===== src/sv/oahm_pkg.sv =====
package oahm_pkg;

    localparam int SLOTS  = 256;
    localparam int ADDR_W = $clog2(SLOTS);
    localparam int CNT_W  = 9;
    localparam int KEY_W  = 32;
    localparam int VAL_W  = 32;

    localparam logic CMD_LOOKUP = 1'b0;
    localparam logic CMD_INSERT = 1'b1;

    localparam logic [1:0] STS_OK       = 2'd0;
    localparam logic [1:0] STS_FULL     = 2'd1;
    localparam logic [1:0] STS_ZERO_KEY = 2'd2;

    typedef enum logic [1:0] {
        ST_IDLE,
        ST_RD,
        ST_CHK,
        ST_ZERO
    } t_state;

    // controller -> datapath
    typedef struct packed {
        logic load;    // latch the input beat, start at home slot
        logic step;    // advance to next probe slot
        logic finish;  // commit table update and load the result beat
    } t_ctl;

    // datapath -> controller
    typedef struct packed {
        logic key_zero;
        logic resolved;  // key found or empty slot reached
        logic last;      // final probe of the sequence
        logic out_free;  // result register can take a beat this cycle
    } t_sts;

endpackage


===== src/sv/oahm_ctrl.sv =====
module oahm_ctrl (
    input  logic           i_clk,
    input  logic           i_rst_n,
    input  logic           i_valid,
    output logic           o_stall,
    input  oahm_pkg::t_sts i_sts,
    output oahm_pkg::t_ctl o_ctl
);
    import oahm_pkg::*;

    t_state r_state;
    t_state n_state;

    always_ff @(posedge i_clk) begin
        if (!i_rst_n) begin
            r_state <= ST_IDLE;
        end else begin
            r_state <= n_state;
        end
    end

    always_comb begin
        n_state = r_state;
        unique case (r_state)
            ST_IDLE: begin
                if (i_valid) begin
                    n_state = i_sts.key_zero ? ST_ZERO : ST_RD;
                end
            end
            ST_RD: begin
                n_state = ST_CHK;
            end
            ST_CHK: begin
                if (i_sts.resolved || i_sts.last) begin
                    if (i_sts.out_free) begin
                        n_state = ST_IDLE;
                    end
                end else begin
                    n_state = ST_RD;
                end
            end
            ST_ZERO: begin
                if (i_sts.out_free) begin
                    n_state = ST_IDLE;
                end
            end
            default: n_state = ST_IDLE;
        endcase
    end

    always_comb begin
        o_ctl   = '0;
        o_stall = 1'b1;
        unique case (r_state)
            ST_IDLE: begin
                o_stall    = 1'b0;
                o_ctl.load = i_valid;
            end
            ST_RD: begin
            end
            ST_CHK: begin
                if (i_sts.resolved || i_sts.last) begin
                    o_ctl.finish = i_sts.out_free;
                end else begin
                    o_ctl.step = 1'b1;
                end
            end
            ST_ZERO: begin
                o_ctl.finish = i_sts.out_free;
            end
            default: begin
            end
        endcase
    end

endmodule


===== config.mk =====
export PLATFORM = sky130hd
export DESIGN_NAME = oahm_ctrl
export DESIGN_NICKNAME = d
export VERILOG_FILES = /design/src/sv/oahm_pkg.sv /design/src/sv/oahm_ctrl.sv
export SDC_FILE = /design/constraint.sdc
export NUM_CORES = 1
export LEC_CHECK = 0
export BUFFER_PORTS_ARGS = -buffer_cell sky130_fd_sc_hd__buf_2
export CAP_MARGIN = 40
export CORE_AREA = 2 2 39 41
export DETAILED_ROUTE_END_ITERATION = 7
export DIE_AREA = 0 0 41 43
export GPL_ROUTABILITY_DRIVEN = 0
export SLEW_MARGIN = 25
export SYNTH_ARGS = -nofsm -noshare
export SYNTH_HDL_FRONTEND = slang
export SYNTH_SLANG_ARGS = --single-unit
export TNS_END_PERCENT = 1

===== constraint.sdc =====
create_clock -name i_clk -period 0.95 [get_ports i_clk]
set_input_delay 0.1425 -clock i_clk [delete_from_list [all_inputs] [get_ports i_clk]]
set_output_delay 0.1425 -clock i_clk [all_outputs]
set_load 0.02 [all_outputs]

==> run metrics <==
leading area contributor after synthesis=dfxtp_1; Post-Syn Area=131 sq um; Worst Skew=0.918 ps; register with the most flip-flops=r_state; DR vias/cell=4.10; Setup Crit Path Kind=flop to primary output; Cells after Synth=11; critical path launch point type=flop; Ys Warns=0; GRT Total Usage=7.21%; row count=14; Largest regs=r_state x2; Setup Viol. Count Final=5; CP endpoint kind=primary output; FF-to-FF Start=r_state[0]; Final Hold Violating Endpoints=0; Routed WL=466 microns; Avg WL per Cell=11.4 microns; worst path cell trace=nor4b_4 -> buf_4; total gr overflow=0; max incr delay on CP=360 ps; Max Slew Vio Count=0; period utilization=128%; pin count of the biggest net entering global routing=7; max_slew headroom=81.2%; Synth top area share=30.5%; DRT Pass-1 Iters=4; Largest delay share family, worst path=flip-flops; first-pass GRT wire length=765 microns; leading cell type in the layout, fill and taps excluded=buf_2; dominant cells by area after synthesis=dfxtp_1 30%, nor4b_4 18%, o311a_2 8.6%, a21bo_2 7.6%, and3b_2 7.6%; dpl cell area=216 sq um; post-synth net total=18; worst min-delay path startpoint=i_rst_n; post-route setup slack=-268 ps; # Post-CTS Setup Buffers=0; final core occ=19.2%; Pleak=0.118 nW; fin nets=34; sequential area share after synthesis=30.5%; vias=168; I/O pin count=11; CTS Sinks=2; commonest non-fill, non-tap cells in the layout=7 x buf_2, 3 x clkbuf_4, 3 x buf_4; Post-DP HPWL=333 microns; max frequency=0.821 GHz; number of global-route vias before repair=171; Clock Tree Root=clkbuf_4; Max Buffers Root-to-Sink=2; Hold Buf Count CTS=0; CTS buffer count=3; IO Port Bufs=10; Least-Margin Pin Slew=281 ps; Final Total Pwr=0.000421 W; Detail Route Antenna Nets=0; maxcap violations=0; CTS H-tree lvls=1; DIE AREA=1760 sq um; Buf/Inv on CP=1; CTS tree=done; RSZ-0062 raised after global routing=true; Post-Place Setup Slack=-83.6 ps; Worst VDD drop=0.352 mV; CP max-delay cell=dfxtp_4; worst-path maximum fanout=6; DRT iter0 DRCs=4; clock latency on the worst-skew pair=230 ps; detailed-route DRC error count=0; failing checks=setup timing; height of the die=43 microns; max FFs per register=2; Yosys reg bits=2; layout cell share with drive strength beyond 1=92.0%; synth unique cells=10; post-route cell area=265 sq um; CP startpoint=r_state[0]; antenna cells=0; Synth-to-Final Area Change=102%; antenna violations before repair=0; pwr/cell area=1590 nW/um^2; Die Span X=41 microns; Syn Area/Cell=11.9 sq um; initial core utilization=9.49%; outcome=finished, violations left; CP required=810 ps; Core ar.=1380 sq um; setup TNS=-952 ps; type of the tightest min-delay check=input port to flop; setup slack, reg-to-reg=-60 ps; crit path DAT=1080 ps; clock transition at the registers of the reported paths=30 ps; min Tclk post-route=1220 ps
-- where the power goes --
group          switching, W  internal [W]  total, W
registers         0.0000173     0.0000953  0.000113
logic             0.0000531     0.0000621  0.000115
clock network     0.0000537      0.000140  0.000194
total              0.000124      0.000297  0.000421
-- worst reg2reg max path, cell delays in order (launching register included) --
cell     delay (ps)
dfxtp_4         360
and3b_2         210
o31a_2          330
-- cell families after synthesis --
family / after synthesis / synth area share (%)
simple gates: 5 / 40.0
flops: 2 / 30.5
compound gates: 4 / 29.5
-- worst paths after layout --
path	cells after the start	endpoint
worst min register to register	2	r_state[1]
worst max-delay path	2	o_ctl[1]
worst max register to register	2	r_state[0]
worst min-delay path	2	r_state[0]
-- per-layer routing --
layer | GRT usage [%] | vias to the layer above | share of wire, %
met5 | 0 | - | 0
met4 | 4.00 | 0 | 0
met3 | 7.85 | 0 | 19
met2 | 6.88 | 17 | 33
met1 | 9.24 | 77 | 48
li1 | - | 74 | -
-- area by class of cell --
type | count | area, sq um
Fill cell | 154 | 1120
Tap cell | 16 | 20.0
Clock buffer | 3 | 22.5
Timing Repair Buffer | 11 | 68.8
Sequential cell | 2 | 47.5
Multi-Input combinational cell | 9 | 106
-- cell usage after synthesis (all sizes together) --
library cell  number
a211oi             1
a21bo              1
and3b              1
dfxtp              2
nor3               1
nor3b              1
nor4b              1
o311a              1
o31a               1
or2                1
-- what timing repair did --
action                                  CTS  global route
pin swaps                                 1             0
endpoints found under the setup margin    5             5
resized for setup                         6             1
-- stage by stage --
stage / hold slack (ps) / std cells
global route: 149 / 41
finish: 155 / 41
global placement: 380 / 38
floorplan: 273 / 11
detailed placement: 388 / 38
CTS: 146 / 41
Power figures use the tool's default switching activity.
